File: src/hw/rtl/box_iou_cost_top_macros.svh
// ----------------------------------------------------------------------------
// box_iou_cost_top_macros.svh
// assertion macros for the box iou cost block
// ----------------------------------------------------------------------------
`ifndef BOX_IOU_COST_TOP_MACROS_SVH
`define BOX_IOU_COST_TOP_MACROS_SVH

`ifndef ASSERT_OFF

// same-cycle implication, checked out of reset
`define BIOU_ASSERT_IMPL(lbl, clk_s, rstn_s, ante, cons, msg) \
  lbl: assert property (@(posedge clk_s) disable iff (!rstn_s) (ante) |-> (cons)) \
    else $error(msg);

// next-cycle implication, checked out of reset
`define BIOU_ASSERT_NEXT(lbl, clk_s, rstn_s, ante, cons, msg) \
  lbl: assert property (@(posedge clk_s) disable iff (!rstn_s) (ante) |=> (cons)) \
    else $error(msg);

`else

`define BIOU_ASSERT_IMPL(lbl, clk_s, rstn_s, ante, cons, msg)
`define BIOU_ASSERT_NEXT(lbl, clk_s, rstn_s, ante, cons, msg)

`endif

`endif

File: src/hw/rtl/biou_pkg.sv
// ----------------------------------------------------------------------------
// biou_pkg
// shared constants and types of the box iou cost pipeline
// ----------------------------------------------------------------------------
`default_nettype none

package biou_pkg;

  localparam int COORD_BITS_DEF = 16;
  localparam int FRAC_BITS_DEF  = 15;
  localparam int SLOT_BITS_DEF  = 8;

  // frames-since-update counter width and the gating limit
  localparam int         UNSEEN_BITS = 8;
  localparam logic [7:0] GATE_LIMIT  = 8'd1;

  // control carried along with each item through the pipeline
  typedef struct packed {
    logic valid;
    logic gated;
    logic force_one;
  } biou_ctl_t;

endpackage

`default_nettype wire

File: src/hw/rtl/biou_if.sv
// ----------------------------------------------------------------------------
// biou_if
// valid/ready channels for box pairs and cost results
// ----------------------------------------------------------------------------
`default_nettype none

interface biou_in_if
  import biou_pkg::*;
#(
  parameter int COORD_BITS = COORD_BITS_DEF,
  parameter int SLOT_BITS  = SLOT_BITS_DEF
) ();
  logic                         valid;
  logic                         ready;
  logic [SLOT_BITS-1:0]         row_slot;
  logic [SLOT_BITS-1:0]         col_slot;
  logic signed [COORD_BITS-1:0] track_left;
  logic signed [COORD_BITS-1:0] track_top;
  logic [COORD_BITS-2:0]        track_width;
  logic [COORD_BITS-2:0]        track_height;
  logic [UNSEEN_BITS-1:0]       frames_unseen;
  logic signed [COORD_BITS-1:0] det_left;
  logic signed [COORD_BITS-1:0] det_top;
  logic [COORD_BITS-2:0]        det_width;
  logic [COORD_BITS-2:0]        det_height;

  modport source (
    output valid, row_slot, col_slot, track_left, track_top, track_width,
           track_height, frames_unseen, det_left, det_top, det_width, det_height,
    input  ready
  );
  modport sink (
    input  valid, row_slot, col_slot, track_left, track_top, track_width,
           track_height, frames_unseen, det_left, det_top, det_width, det_height,
    output ready
  );
endinterface

interface biou_out_if
  import biou_pkg::*;
#(
  parameter int FRAC_BITS = FRAC_BITS_DEF,
  parameter int SLOT_BITS = SLOT_BITS_DEF
) ();
  logic                 valid;
  logic                 ready;
  logic [SLOT_BITS-1:0] row_out;
  logic [SLOT_BITS-1:0] col_out;
  logic [FRAC_BITS:0]   cost;
  logic                 gated;

  modport source (output valid, row_out, col_out, cost, gated, input ready);
  modport sink   (input valid, row_out, col_out, cost, gated, output ready);
endinterface

`default_nettype wire

File: src/hw/rtl/biou_front.sv
// ----------------------------------------------------------------------------
// biou_front
// overlap extents, the three area products and the union, over three stages
// ----------------------------------------------------------------------------
`default_nettype none

module biou_front
  import biou_pkg::*;
#(
  parameter int COORD_BITS = COORD_BITS_DEF,
  parameter int FRAC_BITS  = FRAC_BITS_DEF,
  parameter int SLOT_BITS  = SLOT_BITS_DEF
) (
  input  wire logic                       clk,
  input  wire logic                       rst_n,
  biou_in_if.sink                         in_ch,
  input  wire logic                       dn_ready,
  output biou_ctl_t                       dn_ctl,
  output logic [2*COORD_BITS-2:0]         dn_rem,
  output logic [2*COORD_BITS-2:0]         dn_den,
  output logic [FRAC_BITS:0]              dn_q,
  output logic [SLOT_BITS-1:0]            dn_row,
  output logic [SLOT_BITS-1:0]            dn_col
);

  localparam int LEN_BITS  = COORD_BITS - 1;
  localparam int AREA_BITS = 2 * COORD_BITS - 2;
  localparam int UNI_BITS  = 2 * COORD_BITS - 1;

  // clamped overlap of [a_lo, a_lo+a_len) and [b_lo, b_lo+b_len)
  function automatic logic [LEN_BITS-1:0] ovl(
    input logic [COORD_BITS-1:0] a_lo,
    input logic [LEN_BITS-1:0]   a_len,
    input logic [COORD_BITS-1:0] b_lo,
    input logic [LEN_BITS-1:0]   b_len
  );
    logic signed [COORD_BITS:0]   alo, blo, ahi, bhi, lo, hi;
    logic signed [COORD_BITS+1:0] d;
    alo = $signed({a_lo[COORD_BITS-1], a_lo});
    blo = $signed({b_lo[COORD_BITS-1], b_lo});
    ahi = alo + $signed({2'b00, a_len});
    bhi = blo + $signed({2'b00, b_len});
    lo  = (alo > blo) ? alo : blo;
    hi  = (ahi < bhi) ? ahi : bhi;
    d   = $signed({hi[COORD_BITS], hi}) - $signed({lo[COORD_BITS], lo});
    return d[COORD_BITS+1] ? '0 : d[LEN_BITS-1:0];
  endfunction

  // stage 1: overlap extents
  biou_ctl_t            ctl1_r;
  logic [LEN_BITS-1:0]  iw_r, ih_r, tw_r, th_r, dw_r, dh_r;
  logic [SLOT_BITS-1:0] row1_r, col1_r;
  // stage 2: products
  biou_ctl_t            ctl2_r;
  logic [AREA_BITS-1:0] inter_r, at_r, ad_r;
  logic [SLOT_BITS-1:0] row2_r, col2_r;
  // stage 3: union, numerator and first quotient bit
  biou_ctl_t            ctl3_r;
  logic [UNI_BITS-1:0]  rem_r, den_r;
  logic [FRAC_BITS:0]   q_r;
  logic [SLOT_BITS-1:0] row3_r, col3_r;

  logic s1_ready, s2_ready, s3_ready;
  logic gate_nxt;
  logic [UNI_BITS-1:0] uni_nxt, num_nxt;
  logic inter_zero;

  assign s3_ready    = !ctl3_r.valid || dn_ready;
  assign s2_ready    = !ctl2_r.valid || s3_ready;
  assign s1_ready    = !ctl1_r.valid || s2_ready;
  assign in_ch.ready = s1_ready;

  assign gate_nxt   = in_ch.frames_unseen > GATE_LIMIT;
  assign uni_nxt    = {1'b0, at_r} + {1'b0, ad_r} - {1'b0, inter_r};
  assign num_nxt    = uni_nxt - {1'b0, inter_r};
  assign inter_zero = (inter_r == '0);

  always_ff @(posedge clk) begin
    if (!rst_n) begin
      ctl1_r <= '0;
      ctl2_r <= '0;
      ctl3_r <= '0;
    end else begin
      if (s1_ready) begin
        ctl1_r.valid     <= in_ch.valid;
        ctl1_r.gated     <= gate_nxt;
        ctl1_r.force_one <= gate_nxt;
      end
      if (s2_ready) begin
        ctl2_r <= ctl1_r;
      end
      if (s3_ready) begin
        ctl3_r.valid     <= ctl2_r.valid;
        ctl3_r.gated     <= ctl2_r.gated;
        ctl3_r.force_one <= ctl2_r.force_one || (uni_nxt == '0);
      end
    end
  end

  always_ff @(posedge clk) begin
    if (in_ch.valid && s1_ready) begin
      iw_r   <= ovl(in_ch.track_left, in_ch.track_width, in_ch.det_left, in_ch.det_width);
      ih_r   <= ovl(in_ch.track_top, in_ch.track_height, in_ch.det_top, in_ch.det_height);
      tw_r   <= in_ch.track_width;
      th_r   <= in_ch.track_height;
      dw_r   <= in_ch.det_width;
      dh_r   <= in_ch.det_height;
      row1_r <= in_ch.row_slot;
      col1_r <= in_ch.col_slot;
    end
    if (ctl1_r.valid && s2_ready) begin
      inter_r <= AREA_BITS'(iw_r * ih_r);
      at_r    <= AREA_BITS'(tw_r * th_r);
      ad_r    <= AREA_BITS'(dw_r * dh_r);
      row2_r  <= row1_r;
      col2_r  <= col1_r;
    end
    if (ctl2_r.valid && s3_ready) begin
      // no overlap means the numerator equals the union: leading bit set
      rem_r  <= inter_zero ? '0 : num_nxt;
      den_r  <= uni_nxt;
      q_r    <= {{FRAC_BITS{1'b0}}, inter_zero};
      row3_r <= row2_r;
      col3_r <= col2_r;
    end
  end

  assign dn_ctl = ctl3_r;
  assign dn_rem = rem_r;
  assign dn_den = den_r;
  assign dn_q   = q_r;
  assign dn_row = row3_r;
  assign dn_col = col3_r;

endmodule

`default_nettype wire

File: src/hw/rtl/biou_div_step.sv
// ----------------------------------------------------------------------------
// biou_div_step
// one registered restoring-division step, yields one quotient bit
// ----------------------------------------------------------------------------
`default_nettype none

module biou_div_step
  import biou_pkg::*;
#(
  parameter int REM_BITS  = 2 * COORD_BITS_DEF - 1,
  parameter int Q_BITS    = FRAC_BITS_DEF + 1,
  parameter int SLOT_BITS = SLOT_BITS_DEF
) (
  input  wire logic                 clk,
  input  wire logic                 rst_n,
  input  wire biou_ctl_t            up_ctl,
  output logic                      up_ready,
  input  wire logic [REM_BITS-1:0]  up_rem,
  input  wire logic [REM_BITS-1:0]  up_den,
  input  wire logic [Q_BITS-1:0]    up_q,
  input  wire logic [SLOT_BITS-1:0] up_row,
  input  wire logic [SLOT_BITS-1:0] up_col,
  output biou_ctl_t                 dn_ctl,
  input  wire logic                 dn_ready,
  output logic [REM_BITS-1:0]       dn_rem,
  output logic [REM_BITS-1:0]       dn_den,
  output logic [Q_BITS-1:0]         dn_q,
  output logic [SLOT_BITS-1:0]      dn_row,
  output logic [SLOT_BITS-1:0]      dn_col
);

  biou_ctl_t            ctl_r;
  logic [REM_BITS-1:0]  rem_r, den_r;
  logic [Q_BITS-1:0]    q_r;
  logic [SLOT_BITS-1:0] row_r, col_r;

  logic [REM_BITS:0]   shifted, diff;
  logic                ge;
  logic [REM_BITS-1:0] rem_nxt;
  logic [Q_BITS-1:0]   q_nxt;

  assign up_ready = !ctl_r.valid || dn_ready;

  always_comb begin
    shifted = {up_rem, 1'b0};
    diff    = shifted - {1'b0, up_den};
    ge      = shifted >= {1'b0, up_den};
    rem_nxt = ge ? diff[REM_BITS-1:0] : shifted[REM_BITS-1:0];
    q_nxt   = {up_q[Q_BITS-2:0], ge};
  end

  always_ff @(posedge clk) begin
    if (!rst_n) begin
      ctl_r <= '0;
    end else if (up_ready) begin
      ctl_r <= up_ctl;
    end
  end

  always_ff @(posedge clk) begin
    if (up_ctl.valid && up_ready) begin
      rem_r <= rem_nxt;
      den_r <= up_den;
      q_r   <= q_nxt;
      row_r <= up_row;
      col_r <= up_col;
    end
  end

  assign dn_ctl = ctl_r;
  assign dn_rem = rem_r;
  assign dn_den = den_r;
  assign dn_q   = q_r;
  assign dn_row = row_r;
  assign dn_col = col_r;

endmodule

`default_nettype wire

File: src/hw/rtl/box_iou_cost_top.sv
// ----------------------------------------------------------------------------
// box_iou_cost_top
// association cost 1 - IoU between a track box and a detection box
// ----------------------------------------------------------------------------
// usage
//   in_ch  : one item per track/detection pair, boxes as top-left corner plus
//            width and height, the track's frames-since-update count and the
//            matrix row/column of the pair
//   out_ch : one item per input item, in order: echoed row/column, cost in
//            unsigned Q1.FRAC_BITS and the gated flag
//   path   : from input accept to output valid: three front stages (overlap,
//            products, union), one stage per quotient bit after the first,
//            one output register
//   rate   : one item per cycle while out_ch.ready stays high; every stage
//            then takes a new item each cycle
//   gating : frames_unseen above one sets gated and forces cost to 1.0; an
//            empty union also gives 1.0 with gated clear
//   reset  : synchronous, active low; clears all stage valid bits, so items in
//            flight are dropped and the pipeline comes up empty and ready
//   stall  : while out_ch.ready is low, a full stage holds its item once every
//            stage below it is full; empty stages upstream still fill, so
//            in_ch.ready drops only once every stage holds an item
// ----------------------------------------------------------------------------
`default_nettype none

`include "box_iou_cost_top_macros.svh"

module box_iou_cost_top
  import biou_pkg::*;
#(
  parameter int COORD_BITS = COORD_BITS_DEF,
  parameter int FRAC_BITS  = FRAC_BITS_DEF,
  parameter int SLOT_BITS  = SLOT_BITS_DEF
) (
  input  wire logic clk,
  input  wire logic rst_n,
  biou_in_if.sink   in_ch,
  biou_out_if.source out_ch
);

  localparam int UNI_BITS = 2 * COORD_BITS - 1;
  localparam logic [FRAC_BITS:0] COST_ONE = {1'b1, {FRAC_BITS{1'b0}}};

  // stage k of these arrays is the item after k division steps; the front
  // already resolves the leading quotient bit
  biou_ctl_t            ctl_s [FRAC_BITS+1];
  logic [FRAC_BITS:0]   rdy_s;
  logic [UNI_BITS-1:0]  rem_s [FRAC_BITS+1];
  logic [UNI_BITS-1:0]  den_s [FRAC_BITS+1];
  logic [FRAC_BITS:0]   q_s   [FRAC_BITS+1];
  logic [SLOT_BITS-1:0] row_s [FRAC_BITS+1];
  logic [SLOT_BITS-1:0] col_s [FRAC_BITS+1];

  // output register
  logic                 out_valid_r;
  logic [SLOT_BITS-1:0] out_row_r, out_col_r;
  logic [FRAC_BITS:0]   out_cost_r;
  logic                 out_gated_r;
  logic [FRAC_BITS:0]   out_cost_nxt;

  // overlap, areas, union and the first quotient bit
  biou_front #(
    .COORD_BITS (COORD_BITS),
    .FRAC_BITS  (FRAC_BITS),
    .SLOT_BITS  (SLOT_BITS)
  ) u_front (
    .clk      (clk),
    .rst_n    (rst_n),
    .in_ch    (in_ch),
    .dn_ready (rdy_s[0]),
    .dn_ctl   (ctl_s[0]),
    .dn_rem   (rem_s[0]),
    .dn_den   (den_s[0]),
    .dn_q     (q_s[0]),
    .dn_row   (row_s[0]),
    .dn_col   (col_s[0])
  );

  // one fractional quotient bit per stage
  for (genvar k = 0; k < FRAC_BITS; k++) begin : g_div
    biou_div_step #(
      .REM_BITS  (UNI_BITS),
      .Q_BITS    (FRAC_BITS + 1),
      .SLOT_BITS (SLOT_BITS)
    ) u_step (
      .clk      (clk),
      .rst_n    (rst_n),
      .up_ctl   (ctl_s[k]),
      .up_ready (rdy_s[k]),
      .up_rem   (rem_s[k]),
      .up_den   (den_s[k]),
      .up_q     (q_s[k]),
      .up_row   (row_s[k]),
      .up_col   (col_s[k]),
      .dn_ctl   (ctl_s[k+1]),
      .dn_ready (rdy_s[k+1]),
      .dn_rem   (rem_s[k+1]),
      .dn_den   (den_s[k+1]),
      .dn_q     (q_s[k+1]),
      .dn_row   (row_s[k+1]),
      .dn_col   (col_s[k+1])
    );
  end

  // last stage drains into the output register when it is free or taken
  assign rdy_s[FRAC_BITS] = !out_valid_r || out_ch.ready;

  // gated track or empty union: cost pinned to 1.0
  assign out_cost_nxt = ctl_s[FRAC_BITS].force_one ? COST_ONE : q_s[FRAC_BITS];

  always_ff @(posedge clk) begin
    if (!rst_n) begin
      out_valid_r <= 1'b0;
    end else if (rdy_s[FRAC_BITS]) begin
      out_valid_r <= ctl_s[FRAC_BITS].valid;
    end
  end

  always_ff @(posedge clk) begin
    if (ctl_s[FRAC_BITS].valid && rdy_s[FRAC_BITS]) begin
      out_row_r   <= row_s[FRAC_BITS];
      out_col_r   <= col_s[FRAC_BITS];
      out_cost_r  <= out_cost_nxt;
      out_gated_r <= ctl_s[FRAC_BITS].gated;
    end
  end

  assign out_ch.valid   = out_valid_r;
  assign out_ch.row_out = out_row_r;
  assign out_ch.col_out = out_col_r;
  assign out_ch.cost    = out_cost_r;
  assign out_ch.gated   = out_gated_r;

  // an empty output register means every stage can take an item
  `BIOU_ASSERT_IMPL(a_ready_when_drained, clk, rst_n, !out_valid_r, in_ch.ready, "input stalled with output register empty")
  // cost never exceeds one
  `BIOU_ASSERT_IMPL(a_cost_bound, clk, rst_n, out_valid_r, out_cost_r <= COST_ONE, "cost above 1.0")
  // a gated item always carries the full cost
  `BIOU_ASSERT_IMPL(a_gated_cost, clk, rst_n, out_valid_r && out_gated_r, out_cost_r == COST_ONE, "gated item without full cost")
  // an item leaving the last division stage lands in the output register
  `BIOU_ASSERT_NEXT(a_drain_lands, clk, rst_n, ctl_s[FRAC_BITS].valid && rdy_s[FRAC_BITS], out_valid_r, "item lost at output register")

endmodule

`default_nettype wire
File: src/flat_wrapper.sv
// flat-port wrapper written by rule: the top's interface ports become plain ports
module box_iou_cost_top_flat import biou_pkg::*;
#(
  parameter int COORD_BITS = COORD_BITS_DEF,
  parameter int FRAC_BITS  = FRAC_BITS_DEF,
  parameter int SLOT_BITS  = SLOT_BITS_DEF
)
  (clk, rst_n, in_ch_valid, in_ch_row_slot, in_ch_col_slot, in_ch_track_left, in_ch_track_top, in_ch_track_width, in_ch_track_height, in_ch_frames_unseen, in_ch_det_left, in_ch_det_top, in_ch_det_width, in_ch_det_height, in_ch_ready, out_ch_valid, out_ch_row_out, out_ch_col_out, out_ch_cost, out_ch_gated, out_ch_ready);
  biou_in_if #(.COORD_BITS(COORD_BITS), .SLOT_BITS(SLOT_BITS)) in_ch_i ();
  biou_out_if #(.FRAC_BITS(FRAC_BITS), .SLOT_BITS(SLOT_BITS)) out_ch_i ();
  input  wire logic clk;
  input  wire logic rst_n;
  input wire logic [$bits(in_ch_i.valid)-1:0] in_ch_valid;
  input wire logic [$bits(in_ch_i.row_slot)-1:0] in_ch_row_slot;
  input wire logic [$bits(in_ch_i.col_slot)-1:0] in_ch_col_slot;
  input wire logic [$bits(in_ch_i.track_left)-1:0] in_ch_track_left;
  input wire logic [$bits(in_ch_i.track_top)-1:0] in_ch_track_top;
  input wire logic [$bits(in_ch_i.track_width)-1:0] in_ch_track_width;
  input wire logic [$bits(in_ch_i.track_height)-1:0] in_ch_track_height;
  input wire logic [$bits(in_ch_i.frames_unseen)-1:0] in_ch_frames_unseen;
  input wire logic [$bits(in_ch_i.det_left)-1:0] in_ch_det_left;
  input wire logic [$bits(in_ch_i.det_top)-1:0] in_ch_det_top;
  input wire logic [$bits(in_ch_i.det_width)-1:0] in_ch_det_width;
  input wire logic [$bits(in_ch_i.det_height)-1:0] in_ch_det_height;
  output wire logic [$bits(in_ch_i.ready)-1:0] in_ch_ready;
  output wire logic [$bits(out_ch_i.valid)-1:0] out_ch_valid;
  output wire logic [$bits(out_ch_i.row_out)-1:0] out_ch_row_out;
  output wire logic [$bits(out_ch_i.col_out)-1:0] out_ch_col_out;
  output wire logic [$bits(out_ch_i.cost)-1:0] out_ch_cost;
  output wire logic [$bits(out_ch_i.gated)-1:0] out_ch_gated;
  input wire logic [$bits(out_ch_i.ready)-1:0] out_ch_ready;
  assign in_ch_i.valid = in_ch_valid;
  assign in_ch_i.row_slot = in_ch_row_slot;
  assign in_ch_i.col_slot = in_ch_col_slot;
  assign in_ch_i.track_left = in_ch_track_left;
  assign in_ch_i.track_top = in_ch_track_top;
  assign in_ch_i.track_width = in_ch_track_width;
  assign in_ch_i.track_height = in_ch_track_height;
  assign in_ch_i.frames_unseen = in_ch_frames_unseen;
  assign in_ch_i.det_left = in_ch_det_left;
  assign in_ch_i.det_top = in_ch_det_top;
  assign in_ch_i.det_width = in_ch_det_width;
  assign in_ch_i.det_height = in_ch_det_height;
  assign in_ch_ready = in_ch_i.ready;
  assign out_ch_valid = out_ch_i.valid;
  assign out_ch_row_out = out_ch_i.row_out;
  assign out_ch_col_out = out_ch_i.col_out;
  assign out_ch_cost = out_ch_i.cost;
  assign out_ch_gated = out_ch_i.gated;
  assign out_ch_i.ready = out_ch_ready;
  box_iou_cost_top #(.COORD_BITS(COORD_BITS), .FRAC_BITS(FRAC_BITS), .SLOT_BITS(SLOT_BITS)) u_core (.clk(clk), .rst_n(rst_n), .in_ch(in_ch_i), .out_ch(out_ch_i));
endmodule
File: config.mk
export PLATFORM = sky130hd
export DESIGN_NAME = box_iou_cost_top_flat
export DESIGN_NICKNAME = d
export VERILOG_FILES = /design/src/hw/rtl/biou_pkg.sv /design/src/hw/rtl/biou_if.sv /design/src/hw/rtl/biou_front.sv /design/src/hw/rtl/biou_div_step.sv /design/src/hw/rtl/box_iou_cost_top.sv /design/src/flat_wrapper.sv
export VERILOG_INCLUDE_DIRS = /design/src /design/src/hw/rtl
export SDC_FILE = /design/constraint.sdc
export NUM_CORES = 2
export LEC_CHECK = 0
export BUFFER_PORTS_ARGS = -buffer_cell sky130_fd_sc_hd__buf_2
export CORE_MARGIN = 4
export CORE_UTILIZATION = 45
export CTS_CLUSTER_SIZE = 16
export DETAILED_ROUTE_END_ITERATION = 16
export PLACE_DENSITY = 0.56
export SKIP_LAST_GASP = 1
export SLEW_MARGIN = 20
export SYNTH_ARGS = -nofsm -noshare
export SYNTH_HDL_FRONTEND = slang
export SYNTH_SLANG_ARGS = --single-unit
File: constraint.sdc
create_clock -name clk -period 18.7 [get_ports clk]
set_clock_uncertainty 0.15 [all_clocks]
set_input_delay 2.805 -clock clk [delete_from_list [all_inputs] [get_ports clk]]
set_output_delay 2.805 -clock clk [all_outputs]
set_load 0.02 [all_outputs]
---- Yosys cells after proc, flatten, opt, wreduce, memory -nomap -nowiden ----
Index checks and enable logic that the tools add are counted.
operators by class
  multipliers ............................. 3
  reduce and logical (&&, ||, !) cells .... 60
  add/sub/neg operators ................... 23
  multiplexer cells ....................... 18
  order comparisons ....................... 20
operator list
  cell                count
  $ge 32x31->1        15
  $mux 31             14
  $sub 31x31->31      14
  $mul 15x15->30      3
  $add 16x16->17      4
  $mux 17             4
  $sub 31x30->31      2
  $sub 17x17->18      2
  $lt 17x17->1        2
  $gt 16x16->1        2
  $add 30x30->31      1
  $logic_not 31->1    1
  $logic_not 30->1    1
  $logic_or 1x1->1    20
  $logic_and 1x1->1   19
  $logic_not 1->1     19
  $gt 8x1->1 const B  1
storage, ports and cells
  bits of input ports ..................... 152
  output and inout port bits .............. 35
  logic and storage cells ................. 286
  register bits ........................... 1620

---- Longest topological paths before layout ----
  depth in word-level cells ............... 21
  depth in mapped cells ................... 38
  depth with buffers taken out ............ 37

---- By module ----
Synthesis repeated with hierarchy kept, for this count alone.
unflattened totals
  cells, all modules ...................... 10948
  area, all modules ....................... 120254.1 sq um
modules (own cells, without submodules)
  module            sequential area each (sq um)  instances  cells an instance  area each (sq um)
  biou_div_step     2882.8                        15         444                5195.0
  biou_front        8878.5                        1          4233               41178.2
  box_iou_cost_top  1011.0                        1          55                 1151.1

---- Worst setup path after synthesis ----
OpenSTA, ideal clock, no wires.
  path type ............................... input to register
  from .................................... input port out_ch_ready
  to ...................................... register u_core.u_front.col1_r[0], enable pin
  buffers on the path ..................... 2
  arrival time ............................ 8.956 ns
  path slack .............................. 8.959 ns
  library setup time ...................... 0.634 ns
  stages .................................. 8
  data required time ...................... 17.916 ns
  path through ............................ nor2b_1 > nand2_2 > nor3_1 > and4_1 > buf_2 > and2_4 > buf_6 > a31oi_1
on the way
  longest elaborated chain between the ends .. 20
RTL lines
  element                         RTL line                 text
  from (decl)                     flat_wrapper.sv:31       input wire logic [$bits(out_ch_i.ready)-1:0] out_ch_ready;
  $logic_or 1x1->1                box_iou_cost_top.sv:106  assign rdy_s[FRAC_BITS] = !out_valid_r || out_ch.ready;
  $logic_or 1x1->1 (15 in a row)  biou_div_step.sv:42      assign up_ready = !ctl_r.valid || dn_ready;
  $logic_or 1x1->1                biou_front.sv:68         assign s3_ready = !ctl3_r.valid || dn_ready;
  $logic_or 1x1->1                biou_front.sv:69         assign s2_ready = !ctl2_r.valid || s3_ready;
  $logic_or 1x1->1                biou_front.sv:70         assign s1_ready = !ctl1_r.valid || s2_ready;
  $logic_and 1x1->1               biou_front.sv:101        if (in_ch.valid && s1_ready) begin
  to (signal assigned)            biou_front.sv:109        col1_r <= in_ch.col_slot;
  to (decl)                       biou_front.sv:52         logic [SLOT_BITS-1:0] row1_r, col1_r;
No other way between the ends.
A chain may end at the register's enable or synchronous reset.

---- Worst setup path in the final report ----
  from .................................... input port in_ch_det_height[1]
  to ...................................... register u_core.u_front.ih_r[5] (data pin)
on the way
  longest elaborated chain between the ends .. 4
RTL lines
  element               RTL line            text
  from (decl)           flat_wrapper.sv:24  input wire logic [$bits(in_ch_i.det_height)-1:0] in_ch_det_height;
  $add 16x16->17 (*)    biou_front.sv:42    bhi = blo + $signed({2'b00, b_len});
  $lt 17x17->1          biou_front.sv:44    hi = (ahi < bhi) ? ahi : bhi;
  $mux 17 (*)           biou_front.sv:44
  $sub 17x17->18 (*)    biou_front.sv:45    d = $signed({hi[COORD_BITS], hi}) - $signed({lo[COORD_BITS], lo});
  to (signal assigned)  biou_front.sv:103   ih_r <= ovl(in_ch.track_top, in_ch.track_height, in_ch.det_top, in_ch.det_height);
  to (decl)             biou_front.sv:51    logic [LEN_BITS-1:0] iw_r, ih_r, tw_r, th_r, dw_r, dh_r;
Every way passes the cells marked *; elsewhere a longest branch is shown, timed or not.

==> impl_metrics.py <==
metrics = {
    "outcome": {
        "status": "finished clean",
    },
    "routing": {
        "met1_length_mm": 107,
        "wl_met2_mm": 130,
        "wl_mm": 256,
        "vias_per_cell": 5.32,
        "highest_layer": "met5",
        "ant_nets": 0,
        "vias": 70400,
        "drtIter0Drc": 4005,
        "routedWlPerCell_um": 19.4,
        "drt_pass1_iterations": 7,
        "wl_met3_mm": 9.26,
        "drc": 0,
    },
    "sta": {
        "fmax_ghz": 0.0994,
        "setup_viol": 0,
        "slew_headroom_pct": 24.0,
        "fin_crit_ns": 10.06,
        "hold_viol_final": 0,
        "maxSlewViolCount": 0,
        "fin_crit_sh_pct": 53.8,
        "tns_ns": 0,
        "fin_ws_ns": 8.64,
        "rsz0062_at_grt": "false",
        "tightest_slew_ns": 1.13,
    },
    "final_layout": {
        "syn_to_final_growth_pct": 10.2,
        "multi_input_area_um2": 54200,
        "nets": 11600,
        "drive_gt1_share_pct": 7.13,
        "seq_area_um2": 48100,
        "finalNonFillerCells": 13200,
        "fillers": 21200,
        "fin_util_pct": 49.9,
    },
    "setup_path": {
        "max_stage_delay_ns": 0.49,
        "crit_cells": 34,
        "crit_buf_inv": 1,
        "reg2reg_to": "u_core.u_front.ad_r[29]",
        "cp-start-kind": "input port",
        "crit_family": "compound AO/OA/AOI/OAI gates",
        "cpMostUsedCell": "a21oi_1",
        "r2r_slack_ns": 11.01,
        "ff2ff_path_depth": 22,
        "crit_path_end": "u_core.u_front.ih_r[5]",
        "required_ns": 19.07,
        "worst-path-max-fanout": 14,
        "cp-startpoint": "in_ch_det_height[1]",
        "arrival_ns": 10.43,
        "crit_slowest_cell": "o21ai_1",
        "r2r_start": "u_core.u_front.dw_r[10]",
        "end_kind": "register",
        "critPathKind": "input port to register",
    },
    "synthesis": {
        "synth-main-ff-cell": "edfxtp_1",
        "synth_area_leaders": "edfxtp_1, ha_1, fa_1, inv_1, nand2_1",
        "syn_area_per_cell_um2": 11.1,
        "ys_types": 92,
        "synth_area_um2": 108000,
        "synth_top_area_share_pct": 43.7,
        "yosys_register_bits": 1620,
        "synth_cells": 9674,
        "ys_warn_count": 0,
        "synth_edf_count": 1567,
        "synth_fp_nets": 11300,
        "async_reset_ff_share_pct": 0,
        "yosysTopAreaCell": "edfxtp_1",
        "seq_area_frac_synth_pct": 44.6,
    },
    "clock_network": {
        "clkLatencyLatePin_ns": 0.85,
        "cts_buffers": 180,
        "clk_path_buf_depth": 3,
        "cts.htree.levels": 4,
        "cts_tree": "built",
        "cts-resized-gates": 0,
        "root_buffer": "clkbuf_16",
        "clock-sinks": 1620,
        "cts_hold_repair.buffers": 0,
        "clk_pin_slew_worst_paths_ns": 0.06,
        "cts_setup_buffers": 0,
    },
    "flow_run": {
        "cap_viol_max_count": 0,
    },
    "placed_design": {
        "portBuffers": 185,
        "gp_congestion": 0.923,
        "dp_cells": 12900,
        "dp_slack_ns": 7.85,
        "post-dp-hpwl_mm": 202,
    },
    "grt": {
        "grt_pass1_wl_mm": 405,
        "grt_pass1_vias": 72600,
        "antenna_found_initial": 5,
        "grt_overflow": 0,
        "grt_max_degree": 68,
        "grt_usage_pct": 20.6,
    },
    "hold_path": {
        "hp-start": "u_core.g_div[8].u_step.dn_row[1]",
        "hold_class": "register to register",
    },
    "die": {
        "die_x_um": 497,
        "ios": 187,
        "fp.dieH_um": 497,
        "floorplan.core_area_um2": 238000,
        "initial_core_util_pct": 45.3,
        "die_area_um2": 247000,
        "rows": 179,
    },
}
==> registers in the layout (all words and copies together), names as in the netlist, 15 cells and up <==
register and count:
u_core.g_div.u_step.dn_den 434, u_core.u_front.ad_r 30, u_core.u_front.inter_r 30, u_core.out_ch.cost 16
u_core.u_front.ih_r 15, u_core.u_front.dw_r 15, u_core.u_front.th_r 15, u_core.g_div.u_step.dn_row 120
u_core.u_front.at_r 30, u_core.g_div.u_step.dn_q 135, u_core.g_div.u_step.dn_ctl 45, u_core.g_div.u_step.dn_col 120
u_core.u_front.iw_r 15, u_core.u_front.dn_rem 31, u_core.g_div.u_step.dn_rem 434, u_core.u_front.dh_r 15
u_core.u_front.dn_den 31, u_core.u_front.tw_r 15
==> placed cells by master, fill, tap and decap left out, drive strengths merged, types with 209 or more instances in the layout <==
cell	instances
edfxtp	1567
inv	1330
ha	963
nand2	840
a21oi	568
fa	552
nor2	452
o21ai	408
xnor2	355
and2	304
a21o	291
buf	250
xor2	209
==> cells by family after synthesis <==
kind of cell | Yosys count | synth area share, %
AOI/OAI and AO/OA | 1854 | 10.9
adders and majority gates | 1517 | 21.5
xor gates and xnor gates | 564 | 4.60
DFF | 1620 | 44.6
and+or+nand+nor | 2315 | 10.3
muxes | 277 | 2.80
buffers and inverters | 1527 | 5.35
==> cell usage after synthesis, drive strengths merged, types with 14 or more instances <==
cell / count
o21ai: 408
nand2b: 110
o211ai: 25
nor2: 452
a41oi: 14
a211oi: 47
mux2: 197
mux2i: 80
and3: 42
o21bai: 70
a31oi: 57
o31a: 15
or3: 18
nand2: 840
a21boi: 37
clkbuf: 191
dfxtp: 53
and2: 304
or2: 22
a31o: 22
a21o: 291
xnor2: 355
ha: 963
edfxtp: 1567
a21oi: 568
o21a: 110
xor2: 209
nor2b: 145
nor3: 97
nand3: 121
nand4: 74
nor4: 33
and4: 15
a211o: 22
fa: 552
inv: 1324
o31ai: 44
==> cell type report <==
cell class | count | share of cell area (%)
Tap cell | 3167 | 3.34
Sequential cell | 1620 | 40.5
Clock buffer | 208 | 3.88
Antenna cell | 2 | 0.00422
Inverter | 1324 | 4.19
Multi-Input combinational cell | 6527 | 45.6
Timing Repair Buffer | 250 | 1.19
Clock inverter | 123 | 1.26
==> how the worst min path moves through the flow <==
| stage | slack (ns) | endpoint | depth (start not counted) |
|---|---|---|---|
| floorplan | 0.25 | u_core.g_div[0].u_step.dn_col[0] | 0 |
| global placement | 0.25 | u_core.g_div[0].u_step.dn_col[4] | 0 |
| detailed placement | 0.25 | u_core.g_div[0].u_step.dn_row[4] | 0 |
| CTS | 0.25 | u_core.g_div[9].u_step.dn_row[1] | 0 |
| global route | 0.26 | u_core.g_div[10].u_step.dn_col[2] | 0 |
| finish | 0.25 | u_core.g_div[9].u_step.dn_row[1] | 0 |
==> metal layers <==
layer / global-route usage [%] / up-vias
met5: 0 / -
met2: 37.3 / 1329
met3: 2.76 / 447
li1: - / 34100
met4: 7.80 / 4
met1: 24.9 / 34500
==> stage by stage <==
stage,hold WS (ns),area [um2]
finish,0.246,119000
global route,0.255,119000
CTS,0.248,119000
detailed placement,0.255,113000
global placement,0.250,113000
floorplan,0.250,108000
Power is left out: the tool's default activity adds up to more than one toggle a clock period on the data nets, which glitch-free logic cannot reach.
